**src/rope_pkg.sv**
```systemverilog
// Shared types, constants and the rounding helper for the rotary position
// embedding block. No dependencies; every other file imports this package.
package rope_pkg;

  // Data path sizing
  localparam int DATA_WIDTH      = 16;
  localparam int TRIG_WIDTH      = 16;
  localparam int TRIG_FRAC_BITS  = 14;
  localparam int MAX_HEAD_DIM    = 256;
  localparam int SLOT_COUNT      = MAX_HEAD_DIM / 2;
  localparam int SLOT_WIDTH      = $clog2(SLOT_COUNT);
  localparam int POS_WIDTH       = $clog2(MAX_HEAD_DIM);
  localparam int INDEX_WIDTH     = 8;
  localparam int DIM_WIDTH       = 9;
  localparam int PROD_WIDTH      = DATA_WIDTH + TRIG_WIDTH;
  localparam int SUM_WIDTH       = PROD_WIDTH + 1;
  localparam int QUOT_WIDTH      = SUM_WIDTH - TRIG_FRAC_BITS + 1;

  // Result queue sizing (entries hold one rotated pair each)
  localparam int FIFO_DEPTH      = 4;
  localparam int FIFO_PTR_WIDTH  = $clog2(FIFO_DEPTH);
  localparam int COUNT_WIDTH     = $clog2(FIFO_DEPTH + 1);
  localparam int CREDIT_WIDTH    = COUNT_WIDTH + 1;

  // Configuration port
  localparam int CFG_INDEX_WIDTH = 2;
  localparam int CFG_DATA_WIDTH  = 9;
  localparam logic [CFG_INDEX_WIDTH-1:0] REG_HEAD_DIM  = CFG_INDEX_WIDTH'(0);
  localparam logic [CFG_INDEX_WIDTH-1:0] REG_PAIR_MODE = CFG_INDEX_WIDTH'(1);
  localparam logic [DIM_WIDTH-1:0] HEAD_DIM_RESET = DIM_WIDTH'(128);
  localparam logic [DIM_WIDTH-1:0] HEAD_DIM_MIN   = DIM_WIDTH'(2);
  localparam logic [DIM_WIDTH-1:0] HEAD_DIM_MAX   = DIM_WIDTH'(MAX_HEAD_DIM);

  // Saturation bounds for the rounded quotient
  localparam logic signed [QUOT_WIDTH-1:0] SAT_HI = QUOT_WIDTH'(2 ** (DATA_WIDTH - 1) - 1);
  localparam logic signed [QUOT_WIDTH-1:0] SAT_LO = QUOT_WIDTH'(-(2 ** (DATA_WIDTH - 1)));
  localparam logic [TRIG_FRAC_BITS-1:0] ROUND_HALF = TRIG_FRAC_BITS'(2 ** (TRIG_FRAC_BITS - 1));

  typedef struct packed {
    logic signed [DATA_WIDTH-1:0] x_value;
    logic signed [TRIG_WIDTH-1:0] sin_value;
    logic signed [TRIG_WIDTH-1:0] cos_value;
  } in_item_t;

  typedef struct packed {
    logic [INDEX_WIDTH-1:0]       out_index;
    logic signed [DATA_WIDTH-1:0] out_value;
    logic                         row_end;
  } out_item_t;

  typedef struct packed {
    logic                      write;
    logic [CFG_INDEX_WIDTH-1:0] index;
    logic [CFG_DATA_WIDTH-1:0]  data;
  } cfg_wr_t;

  // Pair bookkeeping that travels alongside the operands
  typedef struct packed {
    logic                 valid;
    logic [POS_WIDTH-1:0] first_idx;
    logic [POS_WIDTH-1:0] second_idx;
    logic                 row_end;
  } pair_ctl_t;

  typedef struct packed {
    out_item_t first_res;
    out_item_t second_res;
  } result_pair_t;

  // Shift right by the fraction bits, round half to even, saturate
  function automatic logic signed [DATA_WIDTH-1:0] round_sat(
    input logic signed [SUM_WIDTH-1:0] v
  );
    logic signed [QUOT_WIDTH-1:0] q;
    logic [TRIG_FRAC_BITS-1:0]    rem;
    logic                         up;
    q   = QUOT_WIDTH'(v >>> TRIG_FRAC_BITS);
    rem = v[TRIG_FRAC_BITS-1:0];
    up  = (rem > ROUND_HALF) || ((rem == ROUND_HALF) && q[0]);
    q   = q + $signed({{(QUOT_WIDTH-1){1'b0}}, up});
    if (q > SAT_HI) begin
      round_sat = DATA_WIDTH'(SAT_HI);
    end else if (q < SAT_LO) begin
      round_sat = DATA_WIDTH'(SAT_LO);
    end else begin
      round_sat = DATA_WIDTH'(q);
    end
  endfunction

endpackage

```
**src/rope_out_fifo.sv**
```systemverilog
// Result queue of rotated pairs and the serializer that sends one item per
// accept, first member then second. Depends on rope_pkg.
module rope_out_fifo (
  input  logic                   clk,
  input  logic                   rst,
  input  logic                   push,
  input  rope_pkg::result_pair_t push_data,
  output logic                   out_valid,
  input  logic                   out_ready,
  output rope_pkg::out_item_t    out_data,
  output logic [rope_pkg::COUNT_WIDTH-1:0] count
);
  import rope_pkg::*;

  result_pair_t              entries [FIFO_DEPTH];
  logic [FIFO_PTR_WIDTH-1:0] wr_ptr;
  logic [FIFO_PTR_WIDTH-1:0] rd_ptr;
  logic                      phase;
  logic                      take;
  logic                      pop;
  result_pair_t              head;

  assign head      = entries[rd_ptr];
  assign out_valid = (count != '0);
  assign out_data  = phase ? head.second_res : head.first_res;
  assign take      = out_valid && out_ready;
  assign pop       = take && phase;

  // Write incoming pairs
  always_ff @(posedge clk) begin
    if (push) begin
      entries[wr_ptr] <= push_data;
    end
  end

  // Advance pointers, occupancy and the member select
  always_ff @(posedge clk) begin
    if (rst) begin
      wr_ptr <= '0;
      rd_ptr <= '0;
      count  <= '0;
      phase  <= 1'b0;
    end else begin
      if (push) begin
        wr_ptr <= wr_ptr + FIFO_PTR_WIDTH'(1);
      end
      if (pop) begin
        rd_ptr <= rd_ptr + FIFO_PTR_WIDTH'(1);
      end
      if (take) begin
        phase <= ~phase;
      end
      count <= count + COUNT_WIDTH'(push) - COUNT_WIDTH'(pop);
    end
  end

endmodule

```
**config.mk**
```make
export PLATFORM = sky130hd
export DESIGN_NAME = rope_out_fifo
export DESIGN_NICKNAME = d
export VERILOG_FILES = /design/src/rope_pkg.sv /design/src/rope_out_fifo.sv
export SDC_FILE = /design/constraint.sdc
export NUM_CORES = 1
export LEC_CHECK = 0
export BUFFER_PORTS_ARGS = -buffer_cell sky130_fd_sc_hd__buf_2
export CAP_MARGIN = 20
export CORE_MARGIN = 1.5
export CORE_UTILIZATION = 35
export DETAILED_ROUTE_END_ITERATION = 12
export RECOVER_POWER = 50
export SLEW_MARGIN = 10
export SYNTH_ARGS = -nofsm -noshare
export SYNTH_HDL_FRONTEND = slang
export SYNTH_SLANG_ARGS = --single-unit
```
**constraint.sdc**
```tcl
create_clock -name clk -period 3.1 [get_ports clk]
set_clock_uncertainty 0.15 [all_clocks]
set_input_delay 0.465 -clock clk [delete_from_list [all_inputs] [get_ports clk]]
set_output_delay 0.465 -clock clk [all_outputs]
set_load 0.01 [all_outputs]
```
==> run summary <==
CP endpoint kind = output port
Layout cells sized above 1 = 23.62%
Adder-Cell Fraction of Synth Area = 1.162%
Commonest cells in the netlist = 200 x edfxtp_1, 50 x mux4_1, 25 x mux2_2, 10 x clkbuf_1, 10 x dfxtp_1
Max stage delay on crit path = 610 ps
Synth top area share = 73.37%
PD cells = 708.7 nW/um^2
CP startpoint kind = flip-flop
Site Rows = 55
Final setup fails = 0
Starting Density = 35.94%
Worst Max-Slew Pin Slew = 1581 ps
# fillers = 2018
Yosys reg bits = 210
Most common cell in the netlist = edfxtp_1
TritonCTS clock tree = done
Top delay family on crit path = multiplexers
Main combinational cell family by area after synthesis = multiplexers
Total number of vias = 3648
GP Congestion = 0.7002
Simple-gate area share of the yosys netlist = 0.9324%
DR vias/cell = 4.756
Postcts setup bufs = 0
Number of H-tree levels = 1
Dpl cell area = 9016 um^2
Post-synthesis compound-gate area fraction = 0.3821%
Failing checks = max-capacitance violations, max-slew violations
GRT Residual Overflow = 0
Total GRT Usage = 12.30%
R2R depth = 4
Most used DFF post-synth = edfxtp_1
DR pass1 iterations = 4
Max Slew Vio Count = 38
ANT nets after route = 0
Mean Syn Cell Area = 24.15 um^2
Crit Path Max Fanout = 50
Max IR drop VDD = 0.3631 mV
Vias in the first global route = 3981
Hold Crit Start = push_data[36]
Clk_lat worst skew = 480 ps
Mux cell area share after synthesis = 19.61%
DRC violations left = 0
CP max-delay cell = mux4_1
Layout net count = 501
Reg2reg end = entries[0][38]
Post-CTS Hold Buffers = 0
Area leader, netlist = edfxtp_1
Max-Cap Viols = 2
CP arrival = 2210 ps
Die W = 155.9 um
Die area = 24310 um^2
Setup TNS = 0 ps
WL per Instance = 19.30 um
Hold Vio Cnt, Final = 0
IO Port Bufs = 82
Top Ports = 83
Die Y = 155.9 um
EDFF count, synth = 200
Post_cts resized = 0
Hold Path Stages = 1
Syn_nets = 400
Yosys warnings = 0
Synth Area in XOR/XNOR = 0.5350%
Total wire length = 14800 um
CP Class = flip-flop to output port
Async S/R FF share, synth = 0%
Seq/Total Area, Yosys = 75.82%
RSZ-0062 raised after global routing = false
CTS buffer count = 23
CTS clk-pin slew, worst paths = 60 ps
Hold EP = entries[3][36]
Largest net degree at the start of global routing = 51
Fin area = 9661 um^2
Drt first-iter violations = 156
Worst min path class = primary input to flip-flop
Initial antenna violation count = 1
Reg2Reg Setup Slack = 370 ps
Clk buf depth = 3
Slew margin rel. = -5.478%
# clock sinks = 210
Root Driver = clkbuf_16
Layout area overhead = 18.02%
Gate Count Post-Synth = 339
Worst Path Buf+Inv = 2
Fin crit period = 2824 ps
HPWL after DPL = 9089 um
Post-Synthesis Cell Area = 8185 um^2
Fmax = 354.1 MHz
Final period utilization = 91.11%
Critical path required time = 2480 ps
Worst r2r src = wr_ptr[0]
Worst-path cell chain = buf_12 -> mux4_1 -> mux2_2 -> buf_2
Core area = 22780 um^2
Top post-synthesis cells by area = edfxtp_1 73%, mux4_1 16%, mux2_2 3.4%
Netlist cell types = 21
Leakage power of the design = 3.173 nW
Status = finished with violations
First-pass GRT wire length = 22750 um
[routing by layer]
layer	wire length (um)	up-vias	global-route usage (%)
li1	-	1664	-
met1	6337	1876	15.33
met2	7392	87	21.48
met3	806	21	2.806
met4	264	0	3.447
met5	0	-	0
[registers in the layout, summed over array words and instances (netlist names), named ones only]
signal and cells:
entries 200, wr_ptr 2, count 3, phase 1
rd_ptr 2
[worst max-delay path by stage]
stage / from / to / slack (ps) / cells after the start
4_1_cts: flip-flop / out_data[9] / 240 / 4
5_1_grt: wr_ptr[1] / entries[1][40] / 160 / 4
2_1_floorplan: wr_ptr[0] / entries[2][0] / 800 / 3
3_5_place_dp: flip-flop / out_data[1] / 770 / 4
3_3_place_gp: flip-flop / out_data[21] / 790 / 4
6_report: flip-flop / out_data[9] / 280 / 4
[power breakdown]
group	switching [mW]	total, mW	internal [mW]
logic	0.493	0.999	0.506
clock network	1.01	2.53	1.52
registers	0.0534	3.32	3.27
[metrics by stage]
stage	cells	util, %	total power [mW]	worst slack, ps	hold slack, ps
finish	767	42.41	6.846	275.6	76.52
global route	766	42.40	7.156	162.1	73.71
CTS	766	42.69	6.969	244.9	11.59
detailed placement	728	39.58	4.414	770.9	386.4
global placement	728	39.58	4.382	788.5	381.6
floorplan	339	-	4.054	802.9	363.6
[cell families (layout without fill, tap and decap cells)]
group	count (synthesis)	count (layout)
simple gates	15	15
mux	76	76
compound gates	4	4
buf+inv	22	136
other cells	0	1
flops	210	210
xor+xnor	5	5
fa+ha+maj	7	7
[placed cells by master (no fill, tap or decap), drive strengths merged, types with 2 or more instances in the layout]
cell type    n
inv          6
clkinvlp     3
clkinv       8
bufinv       2
mux2        25
ha           6
edfxtp     200
xnor2        4
nor2b        2
clkbuf      75
dfxtp       10
buf         42
and2         4
nor2         7
mux4        50
[cell type report]
class | count | area [um^2] | share of cell area, %
Timing Repair Buffer | 92 | 473.0 | 4.896
Antenna cell | 1 | 2.502 | 0.02590
Sequential cell | 210 | 6210 | 64.28
Tap cell | 313 | 391.6 | 4.054
Clock inverter | 13 | 123.9 | 1.282
Clock buffer | 25 | 583.1 | 6.035
Inverter | 6 | 22.52 | 0.2331
Multi-Input combinational cell | 107 | 1854 | 19.19
No activity file was read; power rests on OpenSTA's default activity.
