`config.mk`:
```
export PLATFORM = sky130hd
export DESIGN_NAME = rope_rotate
export DESIGN_NICKNAME = d
export VERILOG_FILES = /design/src/rope_pkg.sv /design/src/rope_rotate.sv
export SDC_FILE = /design/constraint.sdc
export NUM_CORES = 2
export LEC_CHECK = 0
export BUFFER_PORTS_ARGS = -buffer_cell sky130_fd_sc_hd__buf_4
export CAP_MARGIN = 20
export CORE_UTILIZATION = 25
export CTS_CLUSTER_SIZE = 40
export DETAILED_ROUTE_END_ITERATION = 10
export GPL_TIMING_DRIVEN = 0
export MAX_ROUTING_LAYER = met4
export PLACE_DENSITY = 0.46
export RECOVER_POWER = 25
export SYNTH_ARGS = -nofsm -noshare
export SYNTH_HDL_FRONTEND = slang
export SYNTH_SLANG_ARGS = --single-unit
```
`constraint.sdc`:
```
create_clock -name clk -period 15.2 [get_ports clk]
set_clock_uncertainty 0.05 [all_clocks]
set_input_delay 0.76 -clock clk [delete_from_list [all_inputs] [get_ports clk]]
set_output_delay 0.76 -clock clk [all_outputs]
set_load 0.02 [all_outputs]
```
`src/rope_pkg.sv`:
```
// Shared types, constants and the rounding helper for the rotary position
// embedding block. No dependencies; every other file imports this package.
package rope_pkg;

  // Data path sizing
  localparam int DATA_WIDTH      = 16;
  localparam int TRIG_WIDTH      = 16;
  localparam int TRIG_FRAC_BITS  = 14;
  localparam int MAX_HEAD_DIM    = 256;
  localparam int SLOT_COUNT      = MAX_HEAD_DIM / 2;
  localparam int SLOT_WIDTH      = $clog2(SLOT_COUNT);
  localparam int POS_WIDTH       = $clog2(MAX_HEAD_DIM);
  localparam int INDEX_WIDTH     = 8;
  localparam int DIM_WIDTH       = 9;
  localparam int PROD_WIDTH      = DATA_WIDTH + TRIG_WIDTH;
  localparam int SUM_WIDTH       = PROD_WIDTH + 1;
  localparam int QUOT_WIDTH      = SUM_WIDTH - TRIG_FRAC_BITS + 1;

  // Result queue sizing (entries hold one rotated pair each)
  localparam int FIFO_DEPTH      = 4;
  localparam int FIFO_PTR_WIDTH  = $clog2(FIFO_DEPTH);
  localparam int COUNT_WIDTH     = $clog2(FIFO_DEPTH + 1);
  localparam int CREDIT_WIDTH    = COUNT_WIDTH + 1;

  // Configuration port
  localparam int CFG_INDEX_WIDTH = 2;
  localparam int CFG_DATA_WIDTH  = 9;
  localparam logic [CFG_INDEX_WIDTH-1:0] REG_HEAD_DIM  = CFG_INDEX_WIDTH'(0);
  localparam logic [CFG_INDEX_WIDTH-1:0] REG_PAIR_MODE = CFG_INDEX_WIDTH'(1);
  localparam logic [DIM_WIDTH-1:0] HEAD_DIM_RESET = DIM_WIDTH'(128);
  localparam logic [DIM_WIDTH-1:0] HEAD_DIM_MIN   = DIM_WIDTH'(2);
  localparam logic [DIM_WIDTH-1:0] HEAD_DIM_MAX   = DIM_WIDTH'(MAX_HEAD_DIM);

  // Saturation bounds for the rounded quotient
  localparam logic signed [QUOT_WIDTH-1:0] SAT_HI = QUOT_WIDTH'(2 ** (DATA_WIDTH - 1) - 1);
  localparam logic signed [QUOT_WIDTH-1:0] SAT_LO = QUOT_WIDTH'(-(2 ** (DATA_WIDTH - 1)));
  localparam logic [TRIG_FRAC_BITS-1:0] ROUND_HALF = TRIG_FRAC_BITS'(2 ** (TRIG_FRAC_BITS - 1));

  typedef struct packed {
    logic signed [DATA_WIDTH-1:0] x_value;
    logic signed [TRIG_WIDTH-1:0] sin_value;
    logic signed [TRIG_WIDTH-1:0] cos_value;
  } in_item_t;

  typedef struct packed {
    logic [INDEX_WIDTH-1:0]       out_index;
    logic signed [DATA_WIDTH-1:0] out_value;
    logic                         row_end;
  } out_item_t;

  typedef struct packed {
    logic                      write;
    logic [CFG_INDEX_WIDTH-1:0] index;
    logic [CFG_DATA_WIDTH-1:0]  data;
  } cfg_wr_t;

  // Pair bookkeeping that travels alongside the operands
  typedef struct packed {
    logic                 valid;
    logic [POS_WIDTH-1:0] first_idx;
    logic [POS_WIDTH-1:0] second_idx;
    logic                 row_end;
  } pair_ctl_t;

  typedef struct packed {
    out_item_t first_res;
    out_item_t second_res;
  } result_pair_t;

  // Shift right by the fraction bits, round half to even, saturate
  function automatic logic signed [DATA_WIDTH-1:0] round_sat(
    input logic signed [SUM_WIDTH-1:0] v
  );
    logic signed [QUOT_WIDTH-1:0] q;
    logic [TRIG_FRAC_BITS-1:0]    rem;
    logic                         up;
    q   = QUOT_WIDTH'(v >>> TRIG_FRAC_BITS);
    rem = v[TRIG_FRAC_BITS-1:0];
    up  = (rem > ROUND_HALF) || ((rem == ROUND_HALF) && q[0]);
    q   = q + $signed({{(QUOT_WIDTH-1){1'b0}}, up});
    if (q > SAT_HI) begin
      round_sat = DATA_WIDTH'(SAT_HI);
    end else if (q < SAT_LO) begin
      round_sat = DATA_WIDTH'(SAT_LO);
    end else begin
      round_sat = DATA_WIDTH'(q);
    end
  endfunction

endpackage

```
`src/rope_rotate.sv`:
```
// Rotation datapath: four registered products, then sum, round and saturate.
// Depends on rope_pkg. Produces one rotated pair per valid cycle.
module rope_rotate (
  input  logic                clk,
  input  logic                rst,
  input  rope_pkg::pair_ctl_t s1_ctl,
  input  logic signed [rope_pkg::DATA_WIDTH-1:0] s1_a,
  input  logic signed [rope_pkg::DATA_WIDTH-1:0] s1_x,
  input  logic signed [rope_pkg::TRIG_WIDTH-1:0] s1_sin,
  input  logic signed [rope_pkg::TRIG_WIDTH-1:0] s1_cos,
  output logic                   res_valid,
  output rope_pkg::result_pair_t res
);
  import rope_pkg::*;

  pair_ctl_t                    s2_ctl;
  logic signed [PROD_WIDTH-1:0] p_ac;
  logic signed [PROD_WIDTH-1:0] p_xs;
  logic signed [PROD_WIDTH-1:0] p_as;
  logic signed [PROD_WIDTH-1:0] p_xc;
  logic signed [SUM_WIDTH-1:0]  sum_first;
  logic signed [SUM_WIDTH-1:0]  sum_second;

  // Register the four products
  always_ff @(posedge clk) begin
    if (rst) begin
      s2_ctl.valid <= 1'b0;
    end else begin
      s2_ctl.valid <= s1_ctl.valid;
    end
    if (s1_ctl.valid) begin
      s2_ctl.first_idx  <= s1_ctl.first_idx;
      s2_ctl.second_idx <= s1_ctl.second_idx;
      s2_ctl.row_end    <= s1_ctl.row_end;
      p_ac <= s1_a * s1_cos;
      p_xs <= s1_x * s1_sin;
      p_as <= s1_a * s1_sin;
      p_xc <= s1_x * s1_cos;
    end
  end

  // Combine exactly, then round each result to the data width
  always_comb begin
    sum_first  = SUM_WIDTH'(p_ac) - SUM_WIDTH'(p_xs);
    sum_second = SUM_WIDTH'(p_as) + SUM_WIDTH'(p_xc);
    res.first_res.out_index  = INDEX_WIDTH'(s2_ctl.first_idx);
    res.first_res.out_value  = round_sat(sum_first);
    res.first_res.row_end    = 1'b0;
    res.second_res.out_index = INDEX_WIDTH'(s2_ctl.second_idx);
    res.second_res.out_value = round_sat(sum_second);
    res.second_res.row_end   = s2_ctl.row_end;
  end

  assign res_valid = s2_ctl.valid;

endmodule

```
==> flow_summary.ini <==
[outcome]
status = finished with violations
violations = max-capacitance violations, max-slew violations

[global_route]
grtUsageTotal_pct = 18.2
grt_pass1_vias = 38500
grt_antenna_before_repair = 28
grt_overflow_total = 0
grt_max_degree = 79
grt_pass1_wl_um = 255000

[layout]
post-route-util_pct = 27.8
syn2layout_area_growth_pct = 10.5
layout-drive-gt1-share_pct = 5.20
final_common_cell = inv_1
layout.nets = 6976
final_cell_mix = inv_1, fa_1, nand2_1

[drt]
via_per_inst = 4.53
drt_pass1_iterations = 6
wl_per_cell_um = 21.1
route.detailed.drc = 0
wl_met1_um = 72900
route.met3.wl_um = 11900
drt_iter0_markers = 2715
drt-total-wl_um = 171000
dr_total_vias = 36700
final_antenna_net_count = 0
wl_met2_um = 81900
top_layer = met4

[cts]
postCtsSetupBuffers = 0
cts-root-buf = clkbuf_16
max-clock-path-buffers = 2
numCtsBuffers = 17
clkTransAtPathRegs_ns = 0.08
htreeDepth = 4
hold_buffers = 0
tritoncts = built
ctsResizeCount = 0
cts.sinks = 146

[place]
gp_congestion = 0.956
dpl.hpwl_um = 144000
io_buffers = 133

[worst_hold_path]
hold_start = rst
worstHoldPathCells = 2
hold_class = primary input to register
hold_path_end = res_valid

[timing]
report.final.slew_viol_count = 69
relSlewSlack_pct = -169
hold_viol_final = 0
min_period_ns = 8.33
timing.fmax_mhz = 120
setup_viol = 0
rsz0062_at_grt = false
setup_tns_ns = 0
post-route-period-util_pct = 54.8
worst_pin_slew_ns = 4.03

[setup_path]
path_max_fanout = 10
crit_required_ns = 15.43
start_kind = primary input
critPathCaptureType = register
worstPathArrival_ns = 8.55
crit_type = primary input to register

[synthesis]
ys_ff_latch = 146
synth_edf_count = 145
synth_cell_type_count = 115
synth_cells = 5279
synth_seq_area_share_pct = 8.90
syn-num-nets = 6807
syn_avg_cell_area_um2 = 9.31
ys_warn_count = 0
yosys_most_used_dff = edfxtp_1
syn_area_um2 = 49200
async_reset_ff_share_pct = 0

[die]
ios = 135
std_cell_rows = 162
initial_core_util_pct = 25.2
dieArea_um2 = 198000
die_h_um = 445
core_um2 = 195000
dieWidth_um = 445

[run]
max_cap_viol_count = 1
-- synth_stat cells (all sizes together) (10+ instances only) --
cell	count	area, µm²
ha	394	4930
nand2b	38	238
nor3b	11	92.6
fa	1050	21000
o211ai	26	260
buf	22	170
nand3	40	205
nor3	39	200
nor2b	18	113
a31oi	23	171
o31ai	10	93.8
o21a	27	203
and2	508	3180
or3	11	73.8
a211oi	14	120
clkbuf	199	747
a21oi	136	688
edfxtp	145	4350
nand2	556	2090
inv	1250	4690
xnor2	148	1300
nand4	23	159
nor2	151	567
o21ai	95	509
o21bai	27	206
and3	29	183
xor2	50	438
a21o	76	572
-- through the flow --
stage	hold WS (ns)	worst slack, ns	instance area (µm²)	instances
2_1_floorplan	0.782	8.15	49200	5279
3_3_place_gp	0.868	6.46	53400	8036
3_5_place_dp	0.868	6.49	53600	8047
4_1_cts	0.295	7.05	54200	8079
5_1_grt	0.322	6.55	54300	8090
6_report	0.337	6.87	54300	8102
-- logic make-up (layout without fill, tap and decap cells) --
family,after synthesis,count (layout),synth area share [%]
mux,8,8,0.173
xor+xnor,198,198,3.53
flops,146,146,8.90
compound gates,533,533,7.81
simple gates,1478,1478,15.4
buf+inv,1471,1653,11.4
other cells,1,18,0.00763
fa+ha+maj,1444,1444,52.8
-- worst max-delay path by stage --
stage                          from       end  slack (ns)  depth (start not counted)
final                      s1_a[12]  p_ac[30]        6.87                         23
after CTS                  s1_a[12]  p_ac[30]        7.05                         23
after global routing       s1_a[12]  p_ac[31]        6.55                         23
after floorplan           s1_cos[7]  p_ac[31]        8.15                         24
after detailed placement   s1_a[12]  p_ac[30]        6.49                         23
after global placement    s1_cos[1]  p_ac[30]        6.46                         24
-- critical path, cell delays in order --
cell and delay [ns]:
buf_4 0.19, clkbuf_1 0.94, nand2_1 0.21, fa_1 0.58, fa_1 0.52, fa_1 0.51
inv_1 0.05, fa_1 0.49, fa_1 0.49, inv_1 0.05, fa_1 0.51, inv_1 0.05
ha_1 0.32, and4_1 0.26, a221o_1 0.45, a211oi_1 0.43, o21ai_0 0.20, o211a_1 0.21
a41oi_1 0.41, a21oi_1 0.20, a211o_1 0.33, o31ai_1 0.25, xnor2_1 0.11
-- flip-flops by register name, indices dropped and copies added (netlist names) --
signal / count
p_ac: 32
p_as: 32
p_xc: 32
p_xs: 32
res: 17
res_valid: 1
-- metal layers --
metal | global-route usage [%] | vias to the layer above
met4 | 4.65 | 0
met2 | 29.3 | 1052
li1 | - | 16400
met1 | 23.6 | 19100
met5 | - | -
met3 | 2.98 | 136
-- area by class of cell --
type | count | area [µm²]
Buffer | 221 | 918
Fill cell | 21000 | 141000
Inverter | 1250 | 4690
Timing Repair Buffer | 150 | 1280
Clock buffer | 17 | 425
Multi-Input combinational cell | 3662 | 39200
Clock inverter | 15 | 125
Sequential cell | 146 | 4370
Tap cell | 2624 | 3280
Antenna cell | 17 | 42.5
Power is left out: the tool's default activity adds up to more than one toggle a clock period on the data nets, which glitch-free logic cannot reach.
