### src/rope_pkg.sv
// Shared types, constants and the rounding helper for the rotary position
// embedding block. No dependencies; every other file imports this package.
package rope_pkg;

  // Data path sizing
  localparam int DATA_WIDTH      = 16;
  localparam int TRIG_WIDTH      = 16;
  localparam int TRIG_FRAC_BITS  = 14;
  localparam int MAX_HEAD_DIM    = 256;
  localparam int SLOT_COUNT      = MAX_HEAD_DIM / 2;
  localparam int SLOT_WIDTH      = $clog2(SLOT_COUNT);
  localparam int POS_WIDTH       = $clog2(MAX_HEAD_DIM);
  localparam int INDEX_WIDTH     = 8;
  localparam int DIM_WIDTH       = 9;
  localparam int PROD_WIDTH      = DATA_WIDTH + TRIG_WIDTH;
  localparam int SUM_WIDTH       = PROD_WIDTH + 1;
  localparam int QUOT_WIDTH      = SUM_WIDTH - TRIG_FRAC_BITS + 1;

  // Result queue sizing (entries hold one rotated pair each)
  localparam int FIFO_DEPTH      = 4;
  localparam int FIFO_PTR_WIDTH  = $clog2(FIFO_DEPTH);
  localparam int COUNT_WIDTH     = $clog2(FIFO_DEPTH + 1);
  localparam int CREDIT_WIDTH    = COUNT_WIDTH + 1;

  // Configuration port
  localparam int CFG_INDEX_WIDTH = 2;
  localparam int CFG_DATA_WIDTH  = 9;
  localparam logic [CFG_INDEX_WIDTH-1:0] REG_HEAD_DIM  = CFG_INDEX_WIDTH'(0);
  localparam logic [CFG_INDEX_WIDTH-1:0] REG_PAIR_MODE = CFG_INDEX_WIDTH'(1);
  localparam logic [DIM_WIDTH-1:0] HEAD_DIM_RESET = DIM_WIDTH'(128);
  localparam logic [DIM_WIDTH-1:0] HEAD_DIM_MIN   = DIM_WIDTH'(2);
  localparam logic [DIM_WIDTH-1:0] HEAD_DIM_MAX   = DIM_WIDTH'(MAX_HEAD_DIM);

  // Saturation bounds for the rounded quotient
  localparam logic signed [QUOT_WIDTH-1:0] SAT_HI = QUOT_WIDTH'(2 ** (DATA_WIDTH - 1) - 1);
  localparam logic signed [QUOT_WIDTH-1:0] SAT_LO = QUOT_WIDTH'(-(2 ** (DATA_WIDTH - 1)));
  localparam logic [TRIG_FRAC_BITS-1:0] ROUND_HALF = TRIG_FRAC_BITS'(2 ** (TRIG_FRAC_BITS - 1));

  typedef struct packed {
    logic signed [DATA_WIDTH-1:0] x_value;
    logic signed [TRIG_WIDTH-1:0] sin_value;
    logic signed [TRIG_WIDTH-1:0] cos_value;
  } in_item_t;

  typedef struct packed {
    logic [INDEX_WIDTH-1:0]       out_index;
    logic signed [DATA_WIDTH-1:0] out_value;
    logic                         row_end;
  } out_item_t;

  typedef struct packed {
    logic                      write;
    logic [CFG_INDEX_WIDTH-1:0] index;
    logic [CFG_DATA_WIDTH-1:0]  data;
  } cfg_wr_t;

  // Pair bookkeeping that travels alongside the operands
  typedef struct packed {
    logic                 valid;
    logic [POS_WIDTH-1:0] first_idx;
    logic [POS_WIDTH-1:0] second_idx;
    logic                 row_end;
  } pair_ctl_t;

  typedef struct packed {
    out_item_t first_res;
    out_item_t second_res;
  } result_pair_t;

  // Shift right by the fraction bits, round half to even, saturate
  function automatic logic signed [DATA_WIDTH-1:0] round_sat(
    input logic signed [SUM_WIDTH-1:0] v
  );
    logic signed [QUOT_WIDTH-1:0] q;
    logic [TRIG_FRAC_BITS-1:0]    rem;
    logic                         up;
    q   = QUOT_WIDTH'(v >>> TRIG_FRAC_BITS);
    rem = v[TRIG_FRAC_BITS-1:0];
    up  = (rem > ROUND_HALF) || ((rem == ROUND_HALF) && q[0]);
    q   = q + $signed({{(QUOT_WIDTH-1){1'b0}}, up});
    if (q > SAT_HI) begin
      round_sat = DATA_WIDTH'(SAT_HI);
    end else if (q < SAT_LO) begin
      round_sat = DATA_WIDTH'(SAT_LO);
    end else begin
      round_sat = DATA_WIDTH'(q);
    end
  endfunction

endpackage

### src/rope_pair_store.sv
// Configuration registers, element counter and the first-member memory.
// Depends on rope_pkg. Emits second members with their buffered partner.
module rope_pair_store (
  input  logic               clk,
  input  logic               rst,
  input  rope_pkg::cfg_wr_t  cfg,
  input  logic               accept,
  input  rope_pkg::in_item_t item,
  output rope_pkg::pair_ctl_t s1_ctl,
  output logic signed [rope_pkg::DATA_WIDTH-1:0] s1_a,
  output logic signed [rope_pkg::DATA_WIDTH-1:0] s1_x,
  output logic signed [rope_pkg::TRIG_WIDTH-1:0] s1_sin,
  output logic signed [rope_pkg::TRIG_WIDTH-1:0] s1_cos
);
  import rope_pkg::*;

  logic [DIM_WIDTH-1:0]  head_dim;
  logic                  pair_mode;
  logic [POS_WIDTH-1:0]  counter;
  logic [POS_WIDTH-1:0]  counter_next;

  logic [DIM_WIDTH-1:0]  hd;
  logic [DIM_WIDTH-1:0]  hd_masked;
  logic [DIM_WIDTH-1:0]  half;
  logic [POS_WIDTH-1:0]  c;
  logic [DIM_WIDTH-1:0]  c_ext;
  logic [DIM_WIDTH-1:0]  c_inc;
  logic                  second;
  logic [POS_WIDTH-1:0]  first_idx;
  logic [SLOT_WIDTH-1:0] slot;

  logic signed [DATA_WIDTH-1:0] mem [SLOT_COUNT];

  // Clamp the programmed length: even, at least two, at most the store size
  always_comb begin
    hd_masked = {head_dim[DIM_WIDTH-1:1], 1'b0};
    if (hd_masked < HEAD_DIM_MIN) begin
      hd = HEAD_DIM_MIN;
    end else if (hd_masked > HEAD_DIM_MAX) begin
      hd = HEAD_DIM_MAX;
    end else begin
      hd = hd_masked;
    end
    half = hd >> 1;
  end

  // Decide pair role, partner index and memory slot for this element
  always_comb begin
    c     = (DIM_WIDTH'(counter) >= hd) ? '0 : counter;
    c_ext = DIM_WIDTH'(c);
    c_inc = c_ext + DIM_WIDTH'(1);
    if (pair_mode) begin
      second    = (c_ext >= half);
      first_idx = second ? POS_WIDTH'(c_ext - half) : c;
      slot      = SLOT_WIDTH'(first_idx);
    end else begin
      second    = c[0];
      first_idx = {c[POS_WIDTH-1:1], 1'b0};
      slot      = SLOT_WIDTH'(first_idx >> 1);
    end
    counter_next = (c_inc >= hd) ? '0 : POS_WIDTH'(c_inc);
  end

  // Hold configuration and advance the element position
  always_ff @(posedge clk) begin
    if (rst) begin
      head_dim  <= HEAD_DIM_RESET;
      pair_mode <= 1'b0;
      counter   <= '0;
    end else if (cfg.write) begin
      unique case (cfg.index)
        REG_HEAD_DIM:  head_dim  <= DIM_WIDTH'(cfg.data);
        REG_PAIR_MODE: pair_mode <= cfg.data[0];
        default: ;
      endcase
      counter <= '0;
    end else if (accept) begin
      counter <= counter_next;
    end
  end

  // Store first members, read the partner for second members. A partner
  // written by an earlier accept is already in the array when its second
  // member reads it, so interleaved write-then-read needs no bypass.
  always_ff @(posedge clk) begin
    if (accept && !second) begin
      mem[slot] <= item.x_value;
    end
    if (accept && second) begin
      s1_a <= mem[slot];
    end
  end

  // Carry the second member's operands next to the memory read
  always_ff @(posedge clk) begin
    if (rst) begin
      s1_ctl.valid <= 1'b0;
    end else begin
      s1_ctl.valid <= accept && second;
    end
    if (accept && second) begin
      s1_ctl.first_idx  <= first_idx;
      s1_ctl.second_idx <= c;
      s1_ctl.row_end    <= (c_ext == hd - DIM_WIDTH'(1));
      s1_x              <= item.x_value;
      s1_sin            <= item.sin_value;
      s1_cos            <= item.cos_value;
    end
  end

endmodule

### config.mk
export PLATFORM = sky130hd
export DESIGN_NAME = rope_pair_store
export DESIGN_NICKNAME = d
export VERILOG_FILES = /design/src/rope_pkg.sv /design/src/rope_pair_store.sv
export SDC_FILE = /design/constraint.sdc
export NUM_CORES = 2
export LEC_CHECK = 0
export BUFFER_PORTS_ARGS = -buffer_cell sky130_fd_sc_hd__buf_2
export CORE_ASPECT_RATIO = 1.75
export CORE_MARGIN = 2
export CORE_UTILIZATION = 55
export DETAILED_ROUTE_END_ITERATION = 8
export GPL_TIMING_DRIVEN = 0
export PLACE_DENSITY = 0.83
export SETUP_SLACK_MARGIN = 0.1
export SYNTH_ARGS = -nofsm -noshare
export SYNTH_HDL_FRONTEND = slang
export SYNTH_SLANG_ARGS = --single-unit
### constraint.sdc
create_clock -name clk -period 11 [get_ports clk]
set_clock_uncertainty 0.2 [all_clocks]
set_input_delay 1.65 -clock clk [delete_from_list [all_inputs] [get_ports clk]]
set_output_delay 1.65 -clock clk [all_outputs]
set_load 0.02 [all_outputs]
==> impl_metrics.toml <==
[run_status]
run_status = "finished with violations"
violations = "max-capacitance violations, max-slew violations"

[logic_synthesis]
ys_top_cells_by_area = "edfxtp_1, mux2i_1, nand2_1, a211oi_1, mux4_2"
ys_ff_latch = 2147
synth_mux_area_frac = 0.0562
synth_xor_area_frac = 0.00153
synth_top_area_share = 0.742
synthCells = 5400
synth_edf_count = 2129
ys_warn_count = 0
synth-compound-area-share = 0.0990
seq_area_frac_synth = 0.746
synth_top_family_by_area = "compound AO/OA/AOI/OAI gates"
synth-simple-area-share = 0.0672
synth_area_mm2 = 0.0861
synthAdderAreaFrac = 0.00386
avgSynthCellArea_um2 = 16.0
synth_cell_type_count = 74
ys_async_sr_fraction = 0
synth_top_area_cell = "edfxtp_1"
synth_fp_nets = 5489
ys.flop_type = "edfxtp_1"

[timing]
hold_viol = 0
fmax_mhz = 93.7
slew_headroom = -0.0671
setup_viol = 0
final.min_clock_period_ps = 10670
max_slew.worst_pin.slew_ps = 1600
finalMaxSlewViolations = 4
fin_tns_setup_ps = 0
layout_setup_ws_ps = 328
rsz0062_at_grt = "false"
hold_ws_ps = 374
period_share = 0.970

[critical_path]
endpoint_kind = "flop"
slowest_stage = "nand4_1"
worst_ep_arrival_time_ps = 10920
critPathMostFrequentCell = "buf_4"
cp_max_fo = 16
cpPeakStageDelay_ps = 1020
crit_required_ps = 11250
cp-start-kind = "flop"
crit_type = "flop to flop"

[floorplan]
start_util = 0.552
num_rows = 192
die_h_um = 528
core_mm2 = 0.156
dieArea_mm2 = 0.160
die_x_um = 303
boundaryPins = 145

[detailed_routing]
vias = 55200
viasPerCell = 6.92
first_pass_iters = 8
drt-total-wl_mm = 282
drtIter0Drc = 8587
antenna_left = 0
drc = 0
avgRoutedWirePerCell_um = 35.3

[power_and_ir_drop]
p_leak_nw = 33.0
power_density_mw_per_mm2 = 167
peakVddDrop_mv = 0.117

[grt]
grt_use_met1 = 0.377
grt_pass1_wl_mm = 389
grt.overflow.total = 0
antenna_found_initial = 12
grt_max_degree = 110
first_global_vias = 54100
track_usage = 0.350
grt_use_met2 = 0.572
use_met3 = 0.0828
grt_busiest_layer = "met2"

[clock_network]
root_buffer = "clkbuf_16"
cts.sinks = 2147
clk_latency_ps = 880
cts_buffer_depth = 4
clkTransAtPathRegs_ps = 70
cts_buffers = 183
h-tree-depth = 4
cts_tree = "built"

[placement]
dpl.hpwl_mm = 187
detailedPlace.worstSlack_ps = 132
place.gp.congestion = 1.03
numPortBuffers = 144

[finish]
syn2layout_area_growth_pct = 12.1
final_common_cell = "edfxtp_1"
fillCellCount = 10500
layout_common_cells = "edfxtp_1, nand2_1, a211oi_1, mux2i_1, clkbuf_1"
drive_gt1_frac = 0.143
final_nets = 5877

[hold_path]
hold_class = "flop to flop"

[flow_run]
drv_cap = 2
==> logic make-up (layout without fill, tap and decap cells) <==
kind of cell	Yosys count	count (layout)
XOR/XNOR	15	15
multiplexers	370	370
other	0	8
flip-flops	2147	2147
AND/OR/NAND/NOR	1277	1277
adder cells (fa/ha/maj)	26	26
AO/OA/AOI/OAI	1077	1077
buffers and inverters	488	1013
==> layer usage <==
layer / up-vias / wire length, um
met5: - / 48
met4: 8 / 31200
met3: 1292 / 31700
met2: 4542 / 136000
met1: 27000 / 83000
li1: 22400 / -
==> flip-flops by register name, summed over array words and instances (netlist names) <==
signal     cells
counter        8
head_dim       8
mem         2048
pair_mode      1
s1_a          16
s1_cos        16
s1_ctl        18
s1_sin        16
s1_x          16
==> critical path, delay by kind of cell (launching register included) <==
| family | cells | cell delay, ps |
|---|---|---|
| AO/OA/AOI/OAI | 7 | 2230 |
| adder cells (fa/ha/maj) | 2 | 530 |
| flip-flops | 1 | 370 |
| buffers and inverters | 8 | 3190 |
| AND/OR/NAND/NOR | 8 | 3630 |
==> synthesized netlist by cell type (29+ instances only) <==
master and number:
inv_1 79, nor2_1 169, o21ai_0 50, a21oi_1 29
nand4_1 43, a32oi_1 62, mux2i_1 267, a31oi_1 67
mux4_2 72, buf_2 98, a2111oi_0 109, edfxtp_1 2129
and3_1 253, nand3_1 74, a22o_1 38, o21bai_1 62
a211o_1 35, a311oi_1 182, a211oi_1 296, nand2_1 681
clkbuf_1 234
==> repair_timing <==
action | CTS | global route
buffers inserted | 0 | 3
setup endpoints to repair | 58 | 571
hold buffers | 0 | 0
resized for setup | 2 | 13
pin swaps | 0 | 1
==> power breakdown <==
group | leakage, nW | internal (mW) | total, mW | switching [mW]
combinational | 10.9 | 0.158 | 0.663 | 0.505
sequential | 19.3 | 9.01 | 9.01 | 0.00837
clock | 2.79 | 3.49 | 6.44 | 2.95
==> cell type report <==
cell class	instances	area, um2	share of cell area
Clock buffer	220	4760	0.0493
Antenna cell	8	20.0	0.000207
Sequential cell	2147	64300	0.666
Inverter	80	300	0.00311
Timing Repair Buffer	203	1790	0.0186
Buffer	408	1930	0.0200
Tap cell	2037	2550	0.0264
Clock inverter	102	976	0.0101
Multi-Input combinational cell	2765	19900	0.207
==> path summary, 6_finish.rpt <==
| kind | from | end | slack [ps] | depth (start not counted) |
|---|---|---|---|---|
| hold reg to reg | head_dim[1]$_SDFFE_PP0P_ | head_dim[1]$_SDFFE_PP0P_ | 370 | 2 |
| hold / removal | head_dim[1]$_SDFFE_PP0P_ | head_dim[1]$_SDFFE_PP0P_ | 370 | 2 |
| setup reg to reg | head_dim[4]$_SDFFE_PP0P_ | mem[60][1]$_DFFE_PP_ | 330 | 25 |
| setup / recovery | head_dim[4]$_SDFFE_PP0P_ | mem[60][1]$_DFFE_PP_ | 330 | 25 |
==> metrics by stage <==
step                total power [mW]  cells  utilization  instance area, um2
detailed placement              9.82   7631        0.581               90600
floorplan                       9.45   5400            -               86100
global route                    16.4   7963        0.619               96500
finish                          16.1   7970        0.619               96600
CTS                             16.0   7953        0.618               96300
global placement                9.79   7581        0.573               89400
Note: power is estimated with default switching activity, not from simulation.
